### config.mk
export PLATFORM = sky130hd
export DESIGN_NAME = apstep_div
export DESIGN_NICKNAME = d
export VERILOG_FILES = /design/src/design/apstep_pkg.sv /design/src/design/apstep_div.sv
export SDC_FILE = /design/constraint.sdc
export NUM_CORES = 2
export LEC_CHECK = 0
export BUFFER_PORTS_ARGS = -buffer_cell sky130_fd_sc_hd__buf_2
export CORE_MARGIN = 4
export CORE_UTILIZATION = 41
export DETAILED_ROUTE_END_ITERATION = 7
export GPL_TIMING_DRIVEN = 1
export PLACE_DENSITY = 0.62
export REMOVE_ABC_BUFFERS = 1
export SETUP_SLACK_MARGIN = 0.05
export SYNTH_ARGS = -nofsm -noshare
export SYNTH_HDL_FRONTEND = slang
export SYNTH_SLANG_ARGS = --single-unit
### constraint.sdc
create_clock -name clock -period 6.8 [get_ports clock]
set_clock_uncertainty 0.1 [all_clocks]
set_input_delay 1.02 -clock clock [delete_from_list [all_inputs] [get_ports clock]]
set_output_delay 1.02 -clock clock [all_outputs]
set_load 0.05 [all_outputs]
### src/design/apstep_pkg.sv
`timescale 1ns / 1ps
// ----------------------------------------------------------------------------
// apstep_pkg
// Shared widths, constants, register indexes and the arctangent table of the
// antenna pointing pipeline.
// ----------------------------------------------------------------------------
package apstep_pkg;

   // field widths
   localparam int POS_W      = 32;
   localparam int ANG_W      = 16;
   localparam int TP_W       = 15;
   localparam int STEP_W     = 18;
   localparam int SPD_W      = 27;
   localparam int GAIN_W     = 16;
   localparam int PER_W      = 16;
   localparam int CSR_IDX_W  = 3;
   localparam int CSR_DATA_W = 32;

   // register indexes
   typedef enum logic [CSR_IDX_W-1:0] {
      REG_OFFSET_NORTH = 3'd0,
      REG_OFFSET_EAST  = 3'd1,
      REG_YAW_GAIN     = 3'd2,
      REG_PITCH_GAIN   = 3'd3,
      REG_PERIOD_MS    = 3'd4
   } csr_reg_type;

   localparam int unsigned YAW_GAIN_MAX_DEF   = 32768;
   localparam int unsigned PITCH_GAIN_MAX_DEF = 32768;
   localparam logic [GAIN_W-1:0] GAIN_RESET   = 16'd16384;
   localparam logic [PER_W-1:0]  PERIOD_RESET = 16'd100;

   // normalisation and square root
   localparam int MAG_W       = 33;
   localparam int NORM_W      = 30;
   localparam int SQ_IN_W     = 61;
   localparam int SQ_R_W      = 62;
   localparam int HYP_W       = 31;
   localparam int SQRT_STEPS  = 31;

   // cordic
   localparam int CORDIC_STEPS = 20;
   localparam int CRD_W        = 34;
   localparam int Z_W          = 25;
   localparam int TAB_W        = 23;
   localparam int ANG90_Z      = 5898240;

   // angles, 1/128 degree
   localparam int DEG180 = 23040;
   localparam int DEG360 = 46080;

   // speed
   localparam int DIV_W       = 32;
   localparam int DEN_W       = 20;
   localparam int SPEED_SCALE = 12800;
   localparam int SPEED_MAX   = 131072000;

   // atan(2^-i) in 2^-16 degree
   function automatic logic [TAB_W-1:0] atan_entry(input int unsigned i);
      logic [TAB_W-1:0] v;
      case (i)
         0:  v = 23'd2949120;
         1:  v = 23'd1740967;
         2:  v = 23'd919879;
         3:  v = 23'd475137;
         4:  v = 23'd234379;
         5:  v = 23'd117304;
         6:  v = 23'd58666;
         7:  v = 23'd29335;
         8:  v = 23'd14668;
         9:  v = 23'd7334;
         10: v = 23'd3667;
         11: v = 23'd1833;
         12: v = 23'd917;
         13: v = 23'd458;
         14: v = 23'd229;
         15: v = 23'd115;
         16: v = 23'd57;
         17: v = 23'd29;
         18: v = 23'd14;
         19: v = 23'd7;
         default: v = '0;
      endcase
      return v;
   endfunction

endpackage

### src/design/apstep_div.sv
`timescale 1ns / 1ps
// ----------------------------------------------------------------------------
// apstep_div
// Pipelined restoring divider, one quotient bit per stage, with sideband.
// ----------------------------------------------------------------------------
module apstep_div #(
   parameter int SIDE_W = 1
) (
   input  logic                         clock,
   input  logic                         reset,
   input  logic                         en,
   input  logic                         in_valid,
   input  logic [apstep_pkg::DIV_W-1:0] in_num,
   input  logic [apstep_pkg::DEN_W-1:0] den,
   input  logic [SIDE_W-1:0]            in_side,
   output logic                         out_valid,
   output logic [apstep_pkg::DIV_W-1:0] out_quot,
   output logic [SIDE_W-1:0]            out_side
);
   import apstep_pkg::*;

   logic [DIV_W:0]      v_ff;
   logic [DIV_W-1:0]    nq_ff   [0:DIV_W];
   logic [DEN_W-1:0]    rem_ff  [0:DIV_W];
   logic [SIDE_W-1:0]   side_ff [0:DIV_W];

   always_ff @(posedge clock) begin
      if (reset) begin
         v_ff <= '0;
      end else if (en) begin
         v_ff <= {v_ff[DIV_W-1:0], in_valid};
      end
   end

   always_ff @(posedge clock) begin
      if (en) begin
         nq_ff[0]   <= in_num;
         rem_ff[0]  <= '0;
         side_ff[0] <= in_side;
      end
   end

   for (genvar s = 0; s < DIV_W; s++) begin : g_step
      logic [DEN_W:0] trial;
      assign trial = {rem_ff[s], nq_ff[s][DIV_W-1]};
      always_ff @(posedge clock) begin
         if (en) begin
            if (trial >= {1'b0, den}) begin
               rem_ff[s+1] <= DEN_W'(trial - {1'b0, den});
               nq_ff[s+1]  <= {nq_ff[s][DIV_W-2:0], 1'b1};
            end else begin
               rem_ff[s+1] <= trial[DEN_W-1:0];
               nq_ff[s+1]  <= {nq_ff[s][DIV_W-2:0], 1'b0};
            end
            side_ff[s+1] <= side_ff[s];
         end
      end
   end

   assign out_valid = v_ff[DIV_W];
   assign out_quot  = nq_ff[DIV_W];
   assign out_side  = side_ff[DIV_W];

endmodule

# Yosys cells after proc, flatten, opt, wreduce, memory -nomap -nowiden
# Memory sizes are Yosys's and may differ from the RTL's.
# Cells that the tools add are included.
# Widths: inputs -> output; s select.
# totals
ff_bits	33
ramBits	1749
out_inout_bits	34
wordCells	390
mem_count	3
# mem_list
name	words	width	read_ports	rd_ports_with_merged_regs	write_ports	line	source
nq_ff	33	32	33	0	33	apstep_div.sv:23	logic [DIV_W-1:0] nq_ff [0:DIV_W];
rem_ff	33	20	32	0	33	apstep_div.sv:24	logic [DEN_W-1:0] rem_ff [0:DIV_W];
side_ff	33	1	33	0	33	apstep_div.sv:25	logic [SIDE_W-1:0] side_ff [0:DIV_W];
# classes
addsub	32
magnitude_cmp	32
n_mux	258
bitwise	64
# op_table
op	count
$mux 32	32
$ge 21x20->1	32
$mux 20	32
$sub 20x20->20	32
$mux 1	194
$or 1x1->1	64

# Logic depth before layout (Yosys ltp)
# logic_depth
depth_word	5
mapped_depth	14

# Worst setup path before layout
# Ideal clock, no wire load.
# synth_path
path_kind	in2reg
from	input port den[1] (netlist name)
to	memory rem_ff[7][10] (data pin)
t_arrival_ns	5.396
path_slack_ns	1.044
cell_stages	12
cell_sequence	inv_1 ha_1 nor2b_4 o31a_1 o31a_1 o41a_1 a221oi_4 o221ai_2 nand3_2 o211ai_2 buf_6 mux2_4
# synth_lines
item	line	source
start: declaration	apstep_div.sv:14	input logic [apstep_pkg::DEN_W-1:0] den,
end: declaration	apstep_div.sv:24	

==> flow_summary.toml <==
[clock_network]
cts_root_buffer = "clkbuf_16"
cts_buffers = 193
cts-resized-gates = 0
postCtsHoldBufs = 0
clock_latency_ns = 0.84
path_clk_slew_ns = 0.06
htree_num_levels = 4
post_cts_buffers = 0
clockBufferDepth = 3
cts_num_sinks = 1742
tritoncts = "built"

[placed_design]
io_buffers = 90
dp_slack_ns = 1.26
place.gp.congestion = 0.890
dp_hpwl_mm = 131

[yosys]
postSynthCellCount = 6800
avgSynthCellArea_um2 = 13.0
yosys.area.top_type = "edfxtp_1"
synth.distinct_cells = 97
yosys-top-cells-area = "edfxtp_1 (58%), ha_1 (8.8%), mux2_2 (3.7%)"
synth_top_area_share = 0.580
ys_ff_latch = 1742
ys.flop_type = "edfxtp_1"
yosysWarnings = 0
synth_edf_count = 1708
async_reset_ff_frac = 0
ys_seq_area_frac = 0.588
synth_area_mm2 = 0.0884

[worst_setup_path]
crit_arrival_ns = 5.16
required_ns = 7.27
crit_path_end_kind = "flop"
crit_type = "in -> reg"
r2r-end = "rem_ff[9][7]"
setup.worst_path.start_class = "input pin"
r2r_cells = 9
r2r_start = "rem_ff[8][0]"
reg2reg_slack_ns = 2.91
path_max_fanout = 37

[global_routing]
antenna_found_initial = 7
grtUsageTotal = 0.170
grt_pass1_vias = 53500
use_met1 = 0.231
grt_use_met2 = 0.277
grt-busiest-layer = "met2"
grt_overflow = 0
use_met3 = 0.0259
grt_pass1_wl_mm = 301
grt_start_max_net_pins = 202

[drt]
vias_per_cell = 5.43
first_pass_iters = 6
wl_per_cell_um = 19.3
first_iter_violations = 4315
vias = 54400
ant_nets = 0
drt-total-wl_mm = 194
drc = 0

[pwr]
irDropWorstVdd_mv = 0.312
p_leak_nw = 37.6
p_per_area_mw_per_mm2 = 447

[die]
die_area_mm2 = 0.223
rows = 170
core_area_mm2 = 0.214
io_pins = 91
die_h_um = 472
initial_core_util = 0.412
die_w_um = 472

[sta]
fin_ws_ns = 2.12
fin_tns_setup_ns = 0
rsz0062_at_grt = "false"
relSlewSlack = 0.0862
hold_ws_ns = 0.252
fmax_ghz = 0.214
worst_slew_pin_slew_ns = 1.35
final_hold_viol_count = 0
post-route-period-util = 0.689
setup_viol = 0
min_period_ns = 4.68
slew_viol_final = 0

[layout]
area_delta_synth_final_pct = 12.0
final_core_util = 0.461
drive_above_1_share = 0.122
multi_input_area_mm2 = 0.0348
fill_cells = 19100
regArea_mm2 = 0.0520
nNetsFinal = 7741
num_antenna_cells = 0

[worst_hold_path]
hold_end = "nq_ff[0][27]"
worst_hold_path.num_cells = 1
hold_path_class = "in -> reg"
min_from = "in_num[27]"

[status]
status = "finished clean"

[flow_run]
maxCapViolCount = 0
worst max path at each step:
stage	start	cells past startpoint	to
after global routing	den[2]	11	rem_ff[27][1]
after floorplan	den[1]	10	rem_ff[4][1]
final	den[2]	11	rem_ff[27][1]
after global placement	den[2]	11	rem_ff[27][1]
after detailed placement	den[2]	11	rem_ff[27][1]
after CTS	den[2]	11	rem_ff[27][1]
final cells by class:
type / instances / area share
Sequential cell: 1742 / 0.525
Clock buffer: 229 / 0.0508
Clock inverter: 123 / 0.0119
Multi-Input combinational cell: 4659 / 0.352
Tap cell: 2838 / 0.0359
Timing Repair Buffer: 207 / 0.0153
Inverter: 229 / 0.00873
report_power, final:
| part | leakage, nW | internal (W) | switching (W) | total [W] |
|---|---|---|---|---|
| Sequential | 16.9 | 0.0152 | 0.00142 | 0.0167 |
| Clock | 3.02 | 0.00584 | 0.00434 | 0.0102 |
| Combinational | 17.6 | 0.00809 | 0.00933 | 0.0174 |
| Total | 37.6 | 0.0292 | 0.0151 | 0.0443 |
kinds of logic (layout without fill, tap and decap cells):
logic type	after synthesis	count (layout)	share of synthesized area
compound gates	1695	1695	0.123
xor+xnor	490	490	0.0486
fa+ha+maj	652	652	0.0949
buf+inv	399	788	0.0182
flops	1742	1742	0.588
mux	389	389	0.0500
simple gates	1433	1433	0.0775
cell usage after synthesis (15+ instances only):
master,instances
fa_1,30
o21ai_0,376
mux2i_1,63
o31ai_1,31
o211ai_1,24
or2_2,15
clkbuf_1,109
and2_1,55
a31oi_1,47
nor3_1,88
nand4_1,75
a21o_1,281
ha_1,622
and3_1,47
mux2_4,30
nor2b_1,67
edfxtp_1,1708
o21a_1,85
nand2b_1,66
nor2_1,386
nand2_1,409
inv_1,226
xor2_1,192
or3_1,24
o31a_1,21
o21bai_1,70
nand3_1,115
mux2_2,293
xnor2_1,298
buf_2,48
a21oi_1,501
dfxtp_1,34
nor4_1,26
a211oi_1,41
state kept, by name, indices dropped and copies added, names as in the netlist:
name,cells
nq_ff,1056
side_ff,33
v_ff,33
rem_ff,620
layer usage:
metal,wire [µm],vias up,part of all wire
met5,0,-,0
met3,9250,333,0.048
li1,-,26400,-
met1,87800,26400,0.45
met2,90400,1205,0.47
met4,6080,0,0.031
critical path, cell delays in order:
cell and delay, ns:
buf_2 0.16, clkinv_1 0.55, buf_12 0.40, ha_1 0.39
nand3_1 0.13, o221ai_1 0.41, a21oi_1 0.23, a2111oi_0 0.55
o21ai_0 0.22, o21a_1 0.59, mux2_2 0.44
stage by stage:
stage | cell area [µm²] | instances | total power (W)
2_1_floorplan | 87600 | 6630 | 0.0297
5_1_grt | 98900 | 10000 | 0.0473
3_5_place_dp | 92700 | 9675 | 0.0341
4_1_cts | 98900 | 10000 | 0.0446
6_report | 98900 | 10000 | 0.0443
3_3_place_gp | 92700 | 9674 | 0.0338
placed cells by master, fill, tap and decap left out, drive strengths merged, types with 30 or more instances in the layout:
cell / netlist / final
and2: 55 / 55
dfxtp: 34 / 34
xnor2: 298 / 298
nor2b: 68 / 68
and3: 47 / 47
o31ai: 31 / 31
nor3: 88 / 88
nand2: 409 / 409
a21oi: 506 / 506
nand2b: 66 / 66
nand4: 75 / 75
nand3: 117 / 117
o21bai: 70 / 70
mux2: 326 / 326
clkinv: 1 / 94
nor2: 386 / 386
xor2: 192 / 192
a31oi: 48 / 48
ha: 622 / 622
mux2i: 63 / 63
clkbuf: 110 / 229
buf: 60 / 207
inv: 228 / 236
a21o: 281 / 281
o21ai: 390 / 390
fa: 30 / 30
edfxtp: 1708 / 1708
a211oi: 41 / 41
o21a: 85 / 85
Note: power is estimated with default switching activity, not from simulation.
